[src/rtl/stack_machine_executor_top_defines.svh]
// ----------------------------------------------------------------------------
// stack machine executor assertion macros
// shared property forms for the concurrent checks of the top level
// ----------------------------------------------------------------------------
`ifndef STACK_MACHINE_EXECUTOR_TOP_DEFINES_SVH
`define STACK_MACHINE_EXECUTOR_TOP_DEFINES_SVH

// same-cycle implication, reset masks the check
`define SME_ASSERT_IMP(label, ante, cons, msg) \
	label: assert property (@(posedge clk) disable iff (!arst_n) (ante) |-> (cons)) \
		else $error(msg);

// next-cycle implication, reset masks the check
`define SME_ASSERT_NXT(label, ante, cons, msg) \
	label: assert property (@(posedge clk) disable iff (!arst_n) (ante) |=> (cons)) \
		else $error(msg);

`endif

[src/rtl/sme_pkg.sv]
// ----------------------------------------------------------------------------
// sme_pkg
// types, codes and constants shared by the stack machine executor
// ----------------------------------------------------------------------------
package sme_pkg;

	localparam int DEF_STACK_DEPTH = 64;
	localparam int DEF_WORD_WIDTH  = 32;
	localparam int CMD_W           = 4;
	localparam int STATUS_W        = 3;
	localparam int FILL_W          = 7;

	typedef enum logic [CMD_W-1:0] {
		CMD_PUSH = 4'd0,
		CMD_PALL = 4'd1,
		CMD_PINT = 4'd2,
		CMD_POP  = 4'd3,
		CMD_SWAP = 4'd4,
		CMD_ADD  = 4'd5,
		CMD_NOP  = 4'd6,
		CMD_SUB  = 4'd7,
		CMD_DIV  = 4'd8,
		CMD_MUL  = 4'd9,
		CMD_MOD  = 4'd10
	} cmd_t;

	typedef enum logic [STATUS_W-1:0] {
		ST_OK      = 3'd0,
		ST_EMPTY   = 3'd1,
		ST_SHORT   = 3'd2,
		ST_DIVZERO = 3'd3,
		ST_FULL    = 3'd4,
		ST_UNKNOWN = 3'd5,
		ST_HALTED  = 3'd6
	} status_t;

	typedef enum logic [3:0] {
		S_IDLE,
		S_CHECK,
		S_RD_B,
		S_RD_A,
		S_OP,
		S_SWAP,
		S_MDU,
		S_WB,
		S_PINT,
		S_PALL
	} state_t;

	typedef enum logic [1:0] {
		RD_TOP,
		RD_SEC,
		RD_PTR_DEC
	} rd_sel_t;

	typedef enum logic [1:0] {
		WA_PUSH,
		WA_TOP,
		WA_SEC
	} wa_sel_t;

	typedef enum logic [2:0] {
		WD_OPND,
		WD_A,
		WD_B,
		WD_SUM,
		WD_DIFF,
		WD_MDU
	} wd_sel_t;

	typedef enum logic [1:0] {
		MDU_MUL,
		MDU_DIV,
		MDU_MOD
	} mdu_op_t;

	// controller to datapath
	typedef struct packed {
		logic    cap_in;
		logic    rd_en;
		rd_sel_t rd_sel;
		logic    wr_en;
		wa_sel_t wa_sel;
		wd_sel_t wd_sel;
		logic    fill_inc;
		logic    fill_dec;
		logic    cap_a;
		logic    cap_b;
		logic    ptr_load;
		logic    ptr_dec;
		logic    mdu_start;
		mdu_op_t mdu_op;
		logic    emit;
		status_t emit_status;
		logic    emit_hv;
		logic    emit_last;
	} ctrl_cmd_t;

	// datapath to controller
	typedef struct packed {
		logic empty;
		logic full;
		logic lt2;
		logic b_zero;
		logic ptr_zero;
		logic out_free;
		logic mdu_done;
	} dp_stat_t;

endpackage

[src/rtl/sme_mdu.sv]
// ----------------------------------------------------------------------------
// sme_mdu
// iterative multiply / divide unit, one bit per cycle
// ----------------------------------------------------------------------------
module sme_mdu
	import sme_pkg::*;
#(
	parameter int WORD_WIDTH = DEF_WORD_WIDTH
) (
	input  logic                  clk,
	input  logic                  arst_n,
	input  logic                  start,
	input  mdu_op_t               op,
	input  logic [WORD_WIDTH-1:0] a,
	input  logic [WORD_WIDTH-1:0] b,
	output logic                  done,
	output logic [WORD_WIDTH-1:0] result
);

	localparam int W  = WORD_WIDTH;
	localparam int CW = $clog2(W);

	logic          busy_q, fin_q, done_q;
	logic [CW-1:0] cnt_q;
	mdu_op_t       op_q;
	logic          neg_q;
	logic [W-1:0]  acc_q, x_q, y_q, res_q;
	logic [W-1:0]  abs_a, abs_b;
	logic [W:0]    trial;

	assign abs_a = a[W-1] ? (~a + 1'b1) : a;
	assign abs_b = b[W-1] ? (~b + 1'b1) : b;
	assign trial = {acc_q, x_q[W-1]} - {1'b0, y_q};

	// control
	always_ff @(posedge clk or negedge arst_n) begin
		if (!arst_n) begin
			busy_q <= 1'b0;
			fin_q  <= 1'b0;
			done_q <= 1'b0;
			cnt_q  <= '0;
		end else begin
			done_q <= 1'b0;
			if (start) begin
				busy_q <= 1'b1;
				fin_q  <= 1'b0;
				cnt_q  <= CW'(W - 1);
			end else if (busy_q && !fin_q) begin
				cnt_q <= cnt_q - 1'b1;
				if (cnt_q == '0)
					fin_q <= 1'b1;
			end else if (fin_q) begin
				busy_q <= 1'b0;
				fin_q  <= 1'b0;
				done_q <= 1'b1;
			end
		end
	end

	// operands and partial results
	always_ff @(posedge clk) begin
		if (start) begin
			op_q  <= op;
			acc_q <= '0;
			if (op == MDU_MUL) begin
				x_q   <= a;
				y_q   <= b;
				neg_q <= 1'b0;
			end else begin
				x_q   <= abs_a;
				y_q   <= abs_b;
				neg_q <= (op == MDU_DIV) ? (a[W-1] ^ b[W-1]) : a[W-1];
			end
		end else if (busy_q && !fin_q) begin
			if (op_q == MDU_MUL) begin
				// shift-add, low word only
				if (y_q[0])
					acc_q <= acc_q + x_q;
				x_q <= {x_q[W-2:0], 1'b0};
				y_q <= {1'b0, y_q[W-1:1]};
			end else begin
				// restoring division on magnitudes
				if (!trial[W])
					acc_q <= trial[W-1:0];
				else
					acc_q <= {acc_q[W-2:0], x_q[W-1]};
				x_q <= {x_q[W-2:0], ~trial[W]};
			end
		end else if (fin_q) begin
			unique case (op_q)
				MDU_MUL: res_q <= acc_q;
				MDU_DIV: res_q <= neg_q ? (~x_q + 1'b1) : x_q;
				default: res_q <= neg_q ? (~acc_q + 1'b1) : acc_q;
			endcase
		end
	end

	assign done   = done_q;
	assign result = res_q;

endmodule

[src/rtl/sme_ctrl.sv]
// ----------------------------------------------------------------------------
// sme_ctrl
// command sequencer: decode, error checks, halt flag and result emission
// ----------------------------------------------------------------------------
module sme_ctrl
	import sme_pkg::*;
(
	input  logic             clk,
	input  logic             arst_n,
	input  logic             in_valid,
	output logic             in_ready,
	input  logic [CMD_W-1:0] cmd,
	input  dp_stat_t         stat,
	output ctrl_cmd_t        ctl
);

	state_t state_q, state_d;
	cmd_t   cmd_q;
	logic   halted_q;
	logic   halt_set;

	always_ff @(posedge clk or negedge arst_n) begin
		if (!arst_n) begin
			state_q  <= S_IDLE;
			halted_q <= 1'b0;
		end else begin
			state_q <= state_d;
			if (halt_set)
				halted_q <= 1'b1;
		end
	end

	always_ff @(posedge clk) begin
		if (ctl.cap_in)
			cmd_q <= cmd_t'(cmd);
	end

	assign in_ready = (state_q == S_IDLE);

	always_comb begin
		state_d       = state_q;
		halt_set      = 1'b0;
		ctl           = '0;
		ctl.emit_last = 1'b1;
		unique case (state_q)
			S_IDLE: begin
				if (in_valid) begin
					ctl.cap_in = 1'b1;
					state_d    = S_CHECK;
				end
			end
			S_CHECK: begin
				if (halted_q) begin
					if (stat.out_free) begin
						ctl.emit        = 1'b1;
						ctl.emit_status = ST_HALTED;
						state_d         = S_IDLE;
					end
				end else begin
					unique case (cmd_q)
						CMD_PUSH: begin
							if (stat.out_free) begin
								ctl.emit = 1'b1;
								state_d  = S_IDLE;
								if (stat.full) begin
									ctl.emit_status = ST_FULL;
									halt_set        = 1'b1;
								end else begin
									ctl.wr_en    = 1'b1;
									ctl.wa_sel   = WA_PUSH;
									ctl.wd_sel   = WD_OPND;
									ctl.fill_inc = 1'b1;
								end
							end
						end
						CMD_PALL: begin
							if (stat.empty) begin
								if (stat.out_free) begin
									ctl.emit = 1'b1;
									state_d  = S_IDLE;
								end
							end else begin
								ctl.rd_en    = 1'b1;
								ctl.rd_sel   = RD_TOP;
								ctl.ptr_load = 1'b1;
								state_d      = S_PALL;
							end
						end
						CMD_PINT: begin
							if (stat.empty) begin
								if (stat.out_free) begin
									ctl.emit        = 1'b1;
									ctl.emit_status = ST_EMPTY;
									halt_set        = 1'b1;
									state_d         = S_IDLE;
								end
							end else begin
								ctl.rd_en  = 1'b1;
								ctl.rd_sel = RD_TOP;
								state_d    = S_PINT;
							end
						end
						CMD_POP: begin
							if (stat.out_free) begin
								ctl.emit = 1'b1;
								state_d  = S_IDLE;
								if (stat.empty) begin
									ctl.emit_status = ST_EMPTY;
									halt_set        = 1'b1;
								end else begin
									ctl.fill_dec = 1'b1;
								end
							end
						end
						CMD_NOP: begin
							if (stat.out_free) begin
								ctl.emit = 1'b1;
								state_d  = S_IDLE;
							end
						end
						CMD_SWAP, CMD_ADD, CMD_SUB, CMD_DIV, CMD_MUL, CMD_MOD: begin
							if (stat.lt2) begin
								if (stat.out_free) begin
									ctl.emit        = 1'b1;
									ctl.emit_status = ST_SHORT;
									halt_set        = 1'b1;
									state_d         = S_IDLE;
								end
							end else begin
								ctl.rd_en  = 1'b1;
								ctl.rd_sel = RD_TOP;
								state_d    = S_RD_B;
							end
						end
						default: begin
							if (stat.out_free) begin
								ctl.emit        = 1'b1;
								ctl.emit_status = ST_UNKNOWN;
								halt_set        = 1'b1;
								state_d         = S_IDLE;
							end
						end
					endcase
				end
			end
			S_RD_B: begin
				ctl.cap_b  = 1'b1;
				ctl.rd_en  = 1'b1;
				ctl.rd_sel = RD_SEC;
				state_d    = S_RD_A;
			end
			S_RD_A: begin
				ctl.cap_a = 1'b1;
				state_d   = S_OP;
			end
			S_OP: begin
				unique case (cmd_q)
					CMD_SWAP: begin
						ctl.wr_en  = 1'b1;
						ctl.wa_sel = WA_TOP;
						ctl.wd_sel = WD_A;
						state_d    = S_SWAP;
					end
					CMD_ADD, CMD_SUB: begin
						state_d = S_WB;
					end
					CMD_MUL: begin
						ctl.mdu_start = 1'b1;
						ctl.mdu_op    = MDU_MUL;
						state_d       = S_MDU;
					end
					default: begin
						// div or mod
						if (stat.b_zero) begin
							if (stat.out_free) begin
								ctl.emit        = 1'b1;
								ctl.emit_status = ST_DIVZERO;
								halt_set        = 1'b1;
								state_d         = S_IDLE;
							end
						end else begin
							ctl.mdu_start = 1'b1;
							ctl.mdu_op    = (cmd_q == CMD_DIV) ? MDU_DIV : MDU_MOD;
							state_d       = S_MDU;
						end
					end
				endcase
			end
			S_SWAP: begin
				if (stat.out_free) begin
					ctl.wr_en  = 1'b1;
					ctl.wa_sel = WA_SEC;
					ctl.wd_sel = WD_B;
					ctl.emit   = 1'b1;
					state_d    = S_IDLE;
				end
			end
			S_MDU: begin
				if (stat.mdu_done)
					state_d = S_WB;
			end
			S_WB: begin
				if (stat.out_free) begin
					ctl.wr_en    = 1'b1;
					ctl.wa_sel   = WA_SEC;
					ctl.fill_dec = 1'b1;
					ctl.emit     = 1'b1;
					state_d      = S_IDLE;
					unique case (cmd_q)
						CMD_ADD: ctl.wd_sel = WD_SUM;
						CMD_SUB: ctl.wd_sel = WD_DIFF;
						default: ctl.wd_sel = WD_MDU;
					endcase
				end
			end
			S_PINT: begin
				if (stat.out_free) begin
					ctl.emit    = 1'b1;
					ctl.emit_hv = 1'b1;
					state_d     = S_IDLE;
				end
			end
			S_PALL: begin
				// one element a cycle while the output is free, top down
				if (stat.out_free) begin
					ctl.emit      = 1'b1;
					ctl.emit_hv   = 1'b1;
					ctl.emit_last = stat.ptr_zero;
					if (stat.ptr_zero) begin
						state_d = S_IDLE;
					end else begin
						ctl.ptr_dec = 1'b1;
						ctl.rd_en   = 1'b1;
						ctl.rd_sel  = RD_PTR_DEC;
					end
				end
			end
			default: state_d = S_IDLE;
		endcase
	end

endmodule

[src/rtl/sme_dp.sv]
// ----------------------------------------------------------------------------
// sme_dp
// stack memory, fill count, operand registers, alu and output register
// ----------------------------------------------------------------------------
module sme_dp
	import sme_pkg::*;
#(
	parameter int STACK_DEPTH = DEF_STACK_DEPTH,
	parameter int WORD_WIDTH  = DEF_WORD_WIDTH
) (
	input  logic                  clk,
	input  logic                  arst_n,
	input  ctrl_cmd_t             ctl,
	output dp_stat_t              stat,
	input  logic [WORD_WIDTH-1:0] operand,
	output logic                  out_valid,
	input  logic                  out_ready,
	output logic [STATUS_W-1:0]   status,
	output logic                  has_value,
	output logic [WORD_WIDTH-1:0] word,
	output logic                  last,
	output logic [FILL_W-1:0]     fill
);

	localparam int W  = WORD_WIDTH;
	localparam int AW = $clog2(STACK_DEPTH);
	localparam int FW = $clog2(STACK_DEPTH + 1);

	logic [W-1:0]  stack_mem_q [STACK_DEPTH];
	logic [W-1:0]  rd_data_q;
	logic [W-1:0]  opnd_q, a_q, b_q;
	logic [FW-1:0] fill_q, fill_d;
	logic [AW-1:0] ptr_q;
	logic [AW-1:0] top_addr, sec_addr, push_addr, rd_addr, wr_addr;
	logic [W-1:0]  wr_data;
	logic          mdu_done;
	logic [W-1:0]  mdu_res;

	logic          out_valid_q;
	status_t       out_status_q;
	logic          out_hv_q, out_last_q;
	logic [W-1:0]  out_word_q;
	logic [FILL_W-1:0] out_fill_q;

	assign top_addr  = AW'(fill_q - FW'(1));
	assign sec_addr  = AW'(fill_q - FW'(2));
	assign push_addr = AW'(fill_q);

	always_comb begin
		unique case (ctl.rd_sel)
			RD_TOP:     rd_addr = top_addr;
			RD_SEC:     rd_addr = sec_addr;
			RD_PTR_DEC: rd_addr = ptr_q - 1'b1;
			default:    rd_addr = top_addr;
		endcase
		unique case (ctl.wa_sel)
			WA_PUSH: wr_addr = push_addr;
			WA_TOP:  wr_addr = top_addr;
			WA_SEC:  wr_addr = sec_addr;
			default: wr_addr = sec_addr;
		endcase
		unique case (ctl.wd_sel)
			WD_OPND: wr_data = opnd_q;
			WD_A:    wr_data = a_q;
			WD_B:    wr_data = b_q;
			WD_SUM:  wr_data = a_q + b_q;
			WD_DIFF: wr_data = a_q - b_q;
			WD_MDU:  wr_data = mdu_res;
			default: wr_data = mdu_res;
		endcase
	end

	// stack memory, registered read
	always_ff @(posedge clk) begin
		if (ctl.wr_en)
			stack_mem_q[wr_addr] <= wr_data;
		if (ctl.rd_en)
			rd_data_q <= stack_mem_q[rd_addr];
	end

	always_ff @(posedge clk) begin
		if (ctl.cap_in)
			opnd_q <= operand;
		if (ctl.cap_a)
			a_q <= rd_data_q;
		if (ctl.cap_b)
			b_q <= rd_data_q;
		if (ctl.ptr_load)
			ptr_q <= top_addr;
		else if (ctl.ptr_dec)
			ptr_q <= ptr_q - 1'b1;
	end

	always_comb begin
		fill_d = fill_q;
		if (ctl.fill_inc)
			fill_d = fill_q + 1'b1;
		else if (ctl.fill_dec)
			fill_d = fill_q - 1'b1;
	end

	always_ff @(posedge clk or negedge arst_n) begin
		if (!arst_n) begin
			fill_q      <= '0;
			out_valid_q <= 1'b0;
		end else begin
			fill_q <= fill_d;
			if (ctl.emit)
				out_valid_q <= 1'b1;
			else if (out_ready)
				out_valid_q <= 1'b0;
		end
	end

	always_ff @(posedge clk) begin
		if (ctl.emit) begin
			out_status_q <= ctl.emit_status;
			out_hv_q     <= ctl.emit_hv;
			out_word_q   <= ctl.emit_hv ? rd_data_q : '0;
			out_last_q   <= ctl.emit_last;
			out_fill_q   <= FILL_W'(fill_d);
		end
	end

	sme_mdu #(
		.WORD_WIDTH (W)
	) u_mdu (
		.clk    (clk),
		.arst_n (arst_n),
		.start  (ctl.mdu_start),
		.op     (ctl.mdu_op),
		.a      (a_q),
		.b      (b_q),
		.done   (mdu_done),
		.result (mdu_res)
	);

	assign stat.empty    = (fill_q == '0);
	assign stat.full     = (fill_q == FW'(STACK_DEPTH));
	assign stat.lt2      = (fill_q < FW'(2));
	assign stat.b_zero   = (b_q == '0);
	assign stat.ptr_zero = (ptr_q == '0);
	assign stat.out_free = !out_valid_q || out_ready;
	assign stat.mdu_done = mdu_done;

	assign out_valid = out_valid_q;
	assign status    = out_status_q;
	assign has_value = out_hv_q;
	assign word      = out_word_q;
	assign last      = out_last_q;
	assign fill      = out_fill_q;

endmodule

[src/rtl/stack_machine_executor_top.sv]
// ----------------------------------------------------------------------------
// stack_machine_executor_top
// bounded stack calculator: push, pall, pint, pop, swap, add, nop, sub, div,
// mul and mod on signed words, with error codes and a sticky halt
// ----------------------------------------------------------------------------
// one command at a time, the next taken once the sequencer is idle; mul, div and
//   mod run in the shift-add / restoring unit at one bit per cycle
// pall: one element per cycle through the single read port unless output stalls
// reset: fill count and halt flag cleared, stack contents left as they are
`include "stack_machine_executor_top_defines.svh"

module stack_machine_executor_top
	import sme_pkg::*;
#(
	parameter int STACK_DEPTH = DEF_STACK_DEPTH,
	parameter int WORD_WIDTH  = DEF_WORD_WIDTH
) (
	input  logic                  clk,
	input  logic                  arst_n,
	// command channel
	input  logic                  in_valid,
	output logic                  in_ready,
	input  logic [CMD_W-1:0]      cmd,
	input  logic [WORD_WIDTH-1:0] operand,
	// result channel
	output logic                  out_valid,
	input  logic                  out_ready,
	output logic [STATUS_W-1:0]   status,
	output logic                  has_value,
	output logic [WORD_WIDTH-1:0] word,
	output logic                  last,
	output logic [FILL_W-1:0]     fill
);

	// command and status bundles between sequencer and datapath
	ctrl_cmd_t ctl;
	dp_stat_t  stat;

	// sequencer: decodes the command, checks stack bounds, owns the halt flag
	// and decides when a result word is loaded into the output register
	sme_ctrl u_ctrl (
		.clk      (clk),
		.arst_n   (arst_n),
		.in_valid (in_valid),
		.in_ready (in_ready),
		.cmd      (cmd),
		.stat     (stat),
		.ctl      (ctl)
	);

	// datapath: stack memory, fill count, operand registers, arithmetic and
	// the output register that lets the result wait while the next word comes in
	sme_dp #(
		.STACK_DEPTH (STACK_DEPTH),
		.WORD_WIDTH  (WORD_WIDTH)
	) u_dp (
		.clk       (clk),
		.arst_n    (arst_n),
		.ctl       (ctl),
		.stat      (stat),
		.operand   (operand),
		.out_valid (out_valid),
		.out_ready (out_ready),
		.status    (status),
		.has_value (has_value),
		.word      (word),
		.last      (last),
		.fill      (fill)
	);

	// fill reported with a result never exceeds the stack depth
	`SME_ASSERT_IMP(a_fill_bound, out_valid, fill <= FILL_W'(STACK_DEPTH), "fill beyond depth")
	// only a successful pint or pall carries a stack element
	`SME_ASSERT_IMP(a_value_ok, out_valid && has_value, status == ST_OK, "value on error word")
	// failed commands give a single closing word
	`SME_ASSERT_IMP(a_err_last, out_valid && status != ST_OK, last && !has_value, "error not last")
	// one command in flight: the sequencer leaves idle on every accept
	`SME_ASSERT_NXT(a_one_cmd, in_valid && in_ready, !in_ready, "second command taken")

endmodule

[config.mk]
export PLATFORM = sky130hd
export DESIGN_NAME = stack_machine_executor_top
export DESIGN_NICKNAME = d
export VERILOG_FILES = /design/src/rtl/sme_pkg.sv /design/src/rtl/sme_mdu.sv /design/src/rtl/sme_ctrl.sv /design/src/rtl/sme_dp.sv /design/src/rtl/stack_machine_executor_top.sv
export VERILOG_INCLUDE_DIRS = /design/src /design/src/rtl
export SDC_FILE = /design/constraint.sdc
export NUM_CORES = 2
export LEC_CHECK = 0
export BUFFER_PORTS_ARGS = -buffer_cell sky130_fd_sc_hd__clkbuf_2
export CELL_PAD_IN_SITES_DETAIL_PLACEMENT = 0
export CELL_PAD_IN_SITES_GLOBAL_PLACEMENT = 1
export CORE_MARGIN = 2
export CORE_UTILIZATION = 55
export CTS_CLUSTER_SIZE = 16
export DETAILED_ROUTE_END_ITERATION = 7
export PLACE_DENSITY = 0.83
export SYNTH_ARGS = -nofsm -noshare
export SYNTH_HDL_FRONTEND = slang
export SYNTH_SLANG_ARGS = --single-unit
[constraint.sdc]
create_clock -name clk -period 13.2 [get_ports clk]
set_input_delay 1.98 -clock clk [delete_from_list [all_inputs] [get_ports clk]]
set_output_delay 1.98 -clock clk [all_outputs]
set_load 0.05 [all_outputs]
After elaboration in Yosys (flattened, before gate mapping)
Memory sizes are Yosys's and may differ from the RTL's. A register that Yosys moved wholly into a read port is not among the register bits.
Index checks and enable logic that the tools add are counted.
Operators by class
  muxes and demuxes: 118
  $add $sub $neg: 13
  equality and inequality tests: 36
  bitwise logic cells: 8
  magnitude comparators: 1
  reduce and logical (&&, ||, !) cells: 33
Operators by type and width (number)
  2-to-1 mux 32 bit: 14
  one-hot mux 32 bit (5 select lines): 1
  adder 32 x 1 -> 32 bit (second input constant): 4
  NOT 32 bit: 4
  2-to-1 mux 4 bit: 22
  adder 32 bit: 2
  one-hot mux 32 bit (2 select lines): 1
  2-to-1 mux 1 bit: 40
  2-to-1 mux 7 bit: 5
  subtractor 33 x 32 -> 33 bit: 1
  == test 4 x 3 -> 1 bit (second input constant): 8
  logical NOT 32 bit: 1
  one-hot mux 4 bit (8 select lines): 1
  subtractor 32 bit: 1
  2-to-1 mux 6 bit: 5
  one-hot mux 3 bit (2 select lines): 4
  one-hot mux 4 bit (3 select lines): 2
  one-hot mux 6 bit (2 select lines): 2
  one-hot mux 6 bit (4 select lines): 1
  2-to-1 mux 3 bit: 7
  == test 4 bit (second input constant): 5
  == test 4 x 2 -> 1 bit (second input constant): 4
  one-hot mux 3 bit (5 select lines): 1
  2-to-1 mux 11 bit: 1
  42 further kinds: 72
Word-level totals
  RAM bits: 2048
  input bits: 40
  flip-flop bits (word level): 302
  output and inout port bits: 46
  memories kept: 1
  word-level logic and storage cells: 234
Memories
  u_dp.stack_mem_q: words 64, bits a word 32, read ports 1, clocked after memory_dff 1, write ports 1, RTL line sme_dp.sv:29  | logic [W-1:0] stack_mem_q [STACK_DEPTH];

Depth between registers and ports, before layout
  depth after elaboration: 8
  gate-level depth with buffers: 22
  mapped depth without buffers: 21

Cells and area by module
From an unflattened synthesis, not the netlist that was laid out.
Second synthesis, totals
  cell total of the unflattened synthesis: 5917
  area, all modules: 100807.9 µm²
By module, submodules not included
  sme_dp: sequential area each 67044.3 µm², times used 1, cells an instance 4313, area each 87983.1 µm²
  sme_mdu: sequential area each 3813.7 µm², times used 1, cells an instance 1454, area each 11761.3 µm²
  sme_ctrl: sequential area each 245.2 µm², times used 1, cells an instance 150, area each 1063.5 µm²

Worst setup path after synthesis
Ideal clock, no wire load.
  kind: in2reg
  start: input out_ready
  end: memory u_dp.stack_mem_q[0][31] (netlist bit) (data pin)
  path slack: 2456 ps
  stages on the path: 19
  arrival time: 9736 ps
  library setup time: 1008 ps
  required time: 12192 ps
  cell sequence: nor2b_1 nor2_1 and2_1 and3_1 clkbuf_1 clkbuf_1 mux2i_1 ha_1 nor2b_1 o21ai_0 a21o_1 a211o_1 a21oi_1 o32a_1 a31o_2 and4b_1 a211oi_1 xnor2_1 o311ai_0
On the way
  word-level cells in the longest chain between the ends: 7
  elaborated cells on any way between the ends: 13
  classes of those cells: eq/ne: 4; mux: 7; reduce/logical: 2
RTL lines
  start: declaration: RTL line stack_machine_executor_top.sv:27  | input logic out_ready,
  logical OR 1 bit *: RTL line sme_dp.sv:143  | assign stat.out_free = !out_valid_q || out_ready;
  2-to-1 mux 7 bit: RTL line sme_ctrl.sv:62  | if (stat.out_free) begin
  2-to-1 mux 7 bit: RTL line sme_ctrl.sv:60  | unique case (cmd_q)
  2-to-1 mux 11 bit: RTL line sme_ctrl.sv:53  | if (halted_q) begin
  one-hot mux 6 bit (4 select lines) *: RTL line sme_ctrl.sv:45  | unique case (state_q)
  == test 3 bit, or another cell as far along: RTL line sme_dp.sv:62  | unique case (ctl.wd_sel)
  one-hot mux 32 bit (5 select lines) *: RTL line sme_dp.sv:62
  named net u_dp.wr_data[31]: RTL line sme_dp.sv:35  | logic [W-1:0] wr_data;
  end: declaration: RTL line sme_dp.sv:29
Mark *: on every way through the listed nets, which the timed path passes. The rest lies on a longest branch.

Worst setup path after layout
  start: input out_ready
  end: register u_dp.rd_data_q[22] (read register of u_dp.stack_mem_q) (data pin)
On the way
  word-level cells in the longest chain between the ends: 5
  elaborated cells on any way between the ends: 6
  classes of those cells: eq/ne: 2; mux: 3; reduce/logical: 1
RTL lines
  logical OR 1 bit *: RTL line sme_dp.sv:143
  2-to-1 mux 3 bit *: RTL line sme_ctrl.sv:225  | if (stat.out_free) begin
  one-hot mux 3 bit (3 select lines) *: RTL line sme_ctrl.sv:45
  == test 2 bit / == test 2 x 1 -> 1 bit (equally long branches): RTL line sme_dp.sv:50  | unique case (ctl.rd_sel)
  one-hot mux 6 bit (2 select lines): RTL line sme_dp.sv:50
  end: declaration: RTL line sme_dp.sv:30  | logic [W-1:0] rd_data_q;
Every way passes the cells marked *; elsewhere a longest branch is shown, timed or not.
A chain may end at the register's enable or synchronous reset.

==> metrics <==
Final Hold Vio Count 0; max-slew violation count 0; Leak 36.68 nW; dpl cells 8317; max_cap viols 1; Post-layout nets 6326; total number of yosys warnings 0; wire length per cell 30.07 um; predominant post-synthesis flop cell edfxtp_1; first-pass GRT wire length 382.2 mm; Internal 17.19 mW; level count of the clock H-tree 4; Die Wd 431.6 um; failing checks max-capacitance violations; total number of vias 57490; vias in the first global route 56780; I/O Buffers 85; clock latency on the worst-skew pair 0.88 ns; Startpoint Class input port; max incr delay on CP 1.09 ns; Starting Density 0.5551; DR vias/cell 6.579; Finished Layout Cells 8737; Worst Setup Path Type in2reg; clock share of power 0.235; Synthesized Nets 6189; crit path DAT 8.19 ns; initial antenna violation count 4; CP max-delay cell nor3_1; FP Rows 156; Sw Share 0.3869; period utilisation layout 0.5809; largest net degree at the start of global routing 143; FILL cells 12600; Setup crit end kind flip-flop; crit path cell chain clkbuf_2 > nand2b_1 > nand3_1 > ha_1 > a221oi_1 > a21o_4 > buf_12 > buf_4 > mux4_2 > and2_1 > a211oi_1 > a311oi_1 > nor3_1 > a31oi_1; Comb pwr share 0.418; max_slew headroom 0.02026; RSZ-0062 raised after global routing no; Worst Path Required 13.72 ns; DRC violations left 0; io pins 86; Num CTS Buffers 224; minimum clock period 7.668 ns; Final GP Congestion 0.9143; fraction of layout cells with a size suffix above 1 0.1953; clock sinks 2382; Post-Syn Area per Cell 16.66 um2; Yosys cell types 86; register area share after synthesis 0.7072; synthesized flop and latch total 2382; synthesized cell area 100500 um2; CTS Hold Bufs 0; critical path buffer and inverter count 3; Final Setup Violations 0; PwrDens 249.3 nW/um2; CTS resizes 0; clock tree from TritonCTS yes; post-CTS setup buffer count 0; Hold Crit Class reg2reg; Post-synth EDFFs 2329; actual slew at the worst max-slew pin 1.458 ns; Sw Pwr 10.85 mW; setup_tns 0 ns; Async S/R FF share, synth 0.008816; DR iter-0 viols 7250; Seq pwr share 0.346; status finished with violations; Max Root-Sink Buffers 3; Root Driver clkbuf_16; Chip Height 431.6 um; DRT antenna net count 0; Clock transition at path regs 0.06 ns; maximum VDD drop 0.3072 mV; r2r setup slk 5.92 ns; Cells after Synth 6036; worst clock skew 0.06582 ns; WL final 262.7 mm; core box area 181100 um2; synthesis-to-finish area growth 11.89%; Die Area 186200 um2; Crit path max-delay family simple AND/OR/NAND/NOR gates; Total Routing Usage GR 0.2825; first drt pass iteration count 7; hpwl dp 150.2 mm; crit-path max FO 112; fmax 0.1304 GHz; grt ovf 0
-- power groups by stage --
stage | clock, mW | sequential [mW] | combinational, mW
floorplan | 0 | 9.94 | 7.29
global placement | 0 | 9.85 | 11.4
detailed placement | 0 | 9.86 | 11.5
CTS | 6.67 | 9.70 | 11.6
global route | 6.96 | 9.75 | 12.4
finish | 6.60 | 9.72 | 11.7
-- through the flow --
| stage | hold slack, ns | util | cell area [um2] | power (mW) | setup slack [ns] |
|---|---|---|---|---|---|
| 6_report | 0.4420 | 0.6211 | 112500 | 28.04 | 5.532 |
| 5_1_grt | 0.4835 | 0.6210 | 112500 | 29.10 | 5.357 |
| 4_1_cts | 0.4583 | 0.6210 | 112500 | 28.00 | 5.769 |
| 3_5_place_dp | 0.4865 | 0.5793 | 104900 | 21.40 | 4.879 |
| 3_3_place_gp | 0.4804 | 0.5793 | 104900 | 21.26 | 4.876 |
| 2_1_floorplan | 0.4362 | - | 100500 | 17.23 | 2.456 |
-- synthesized netlist by cell type, types with 6 or more instances --
| cell | number | share of area |
|---|---|---|
| a211oi_1 | 89 | 0.0066 |
| or3_4 | 6 | 0.00067 |
| mux4_2 | 512 | 0.11 |
| or3_1 | 19 | 0.0012 |
| dfxtp_1 | 32 | 0.0064 |
| clkbuf_1 | 227 | 0.0085 |
| inv_1 | 74 | 0.0028 |
| and2_1 | 110 | 0.0068 |
| o41ai_1 | 11 | 0.00096 |
| a311oi_1 | 67 | 0.0058 |
| o22ai_1 | 11 | 0.00068 |
| ha_1 | 110 | 0.014 |
| a22o_1 | 7 | 0.00061 |
| nand3_1 | 108 | 0.0054 |
| a31oi_1 | 85 | 0.0053 |
| edfxtp_1 | 2329 | 0.70 |
| a21oi_1 | 160 | 0.0080 |
| o311ai_0 | 10 | 0.00087 |
| buf_2 | 63 | 0.0031 |
| nor2b_1 | 28 | 0.0017 |
| mux2i_1 | 27 | 0.0027 |
| buf_1 | 41 | 0.0015 |
| nor2_1 | 264 | 0.0099 |
| a221oi_1 | 7 | 0.00061 |
| nor4_1 | 17 | 0.0011 |
| nand2b_1 | 24 | 0.0015 |
| a22oi_1 | 25 | 0.0019 |
| nor3_1 | 78 | 0.0039 |
| o21bai_1 | 13 | 0.00097 |
| xnor2_1 | 122 | 0.011 |
| or2_2 | 8 | 0.00050 |
| o21a_1 | 17 | 0.0013 |
| o31ai_1 | 28 | 0.0021 |
| o21ai_0 | 221 | 0.011 |
| xor2_1 | 98 | 0.0085 |
| dfrtp_1 | 21 | 0.0052 |
| or4_1 | 11 | 0.00082 |
| o221ai_1 | 8 | 0.00070 |
| and3_1 | 8 | 0.00050 |
| o211ai_1 | 82 | 0.0061 |
| nand2_1 | 706 | 0.026 |
| a21o_1 | 46 | 0.0034 |
| nand4_1 | 14 | 0.00087 |
-- state kept, by name, summed over array words and instances, names as in the netlist, 2 cells and up --
name and count:
u_dp.stack_mem_q 2048, u_dp.a_q 32, u_dp.b_q 32, u_dp.opnd_q 32, u_dp.rd_data_q 32, u_dp.u_mdu.acc_q 32
u_dp.u_mdu.result 32, u_dp.u_mdu.x_q 32, u_dp.u_mdu.y_q 32, u_dp.word 32, u_dp.fill 7, u_dp.fill_q 7
u_dp.ptr_q 6, u_dp.u_mdu.cnt_q 5, u_ctrl.cmd_q 4, u_ctrl.state_q 4, u_dp.status 3, u_dp.u_mdu.op_q 2
-- worst register-to-register path: cells and delay by family (launching register included) --
| kind | cells | cell delay, ns |
|---|---|---|
| adders and majority gates | 1 | 0.52 |
| DFF | 1 | 0.50 |
| buffers and inverters | 4 | 1.93 |
| and+or+nand+nor | 4 | 1.82 |
| muxes | 1 | 0.46 |
| AOI/OAI and AO/OA | 5 | 1.75 |
-- cells in the final DEF, fill, tap and decap left out, types with 19 or more instances in the layout --
master	netlist	final
dfrtp_1	21	21
dfxtp_1	32	32
edfxtp_1	2329	2329
xnor2_1	122	122
nor3_1	78	76
clkbuf_16	0	226
inv_1	74	74
nor2_1	264	199
mux4_2	512	512
a31oi_4	0	20
ha_1	110	110
o31ai_1	28	28
or3_1	19	19
nand3_1	108	108
bufinv_16	0	32
mux2i_1	27	27
clkbuf_2	0	85
buf_4	5	153
xor2_1	98	98
o21ai_0	221	218
nor2_4	0	65
clkinv_1	0	54
a211oi_1	89	89
a21oi_1	160	148
clkbuf_1	227	28
a31oi_1	85	65
a311oi_1	67	65
a22oi_1	25	25
nand2b_1	24	24
a21o_1	46	45
and2_1	110	109
o211ai_1	82	82
clkinv_2	0	48
nor2b_1	28	28
nand2_1	706	706
-- layer usage --
layer	vias up	routed length, um	global-route usage	part of all wire
li1	24220	-	-	-
met1	29580	102500	0.3978	0.39
met2	3211	123000	0.4431	0.47
met3	472	25200	0.04690	0.096
met4	4	11960	0.1181	0.046
met5	-	26	0	0.000099
-- worst paths after layout --
kind / start / end / depth (start not counted)
max: out_ready / u_dp.rd_data_q[22]$_DFFE_PP_ / 14
min: u_dp.rd_data_q[27]$_DFFE_PP_ / u_dp.b_q[27]$_DFFE_PP_ / 0
max reg2reg: u_ctrl.state_q[2]$_DFFE_PN0P_ / u_dp.rd_data_q[22]$_DFFE_PP_ / 15
min reg2reg: u_dp.rd_data_q[27]$_DFFE_PP_ / u_dp.b_q[27]$_DFFE_PP_ / 0
max in group asynchronous: arst_n / u_ctrl.state_q[1]$_DFFE_PN0P_ / 1
min in group asynchronous: arst_n / u_dp.out_valid$_DFFE_PN0P_ / 1
-- final cells by class --
type | instances | area, um2 | area share
clock buffer | 255 | 5774 | 0.05133
clock inverter | 161 | 1778 | 0.01580
tap | 2370 | 2965 | 0.02636
inverter | 75 | 281.5 | 0.002502
timing repair buffer | 248 | 1774 | 0.01577
sequential | 2382 | 71100 | 0.6320
antenna | 4 | 10.01 | 0.00008898
multi-input combinational | 3242 | 28810 | 0.2561
-- logic make-up after synthesis --
logic type,synth area share
compound gates,0.06139
xor+xnor,0.01916
fa+ha+maj,0.01429
buf+inv,0.01643
flops,0.7072
mux,0.1178
simple gates,0.06373
No activity file was read; power rests on OpenSTA's default activity.
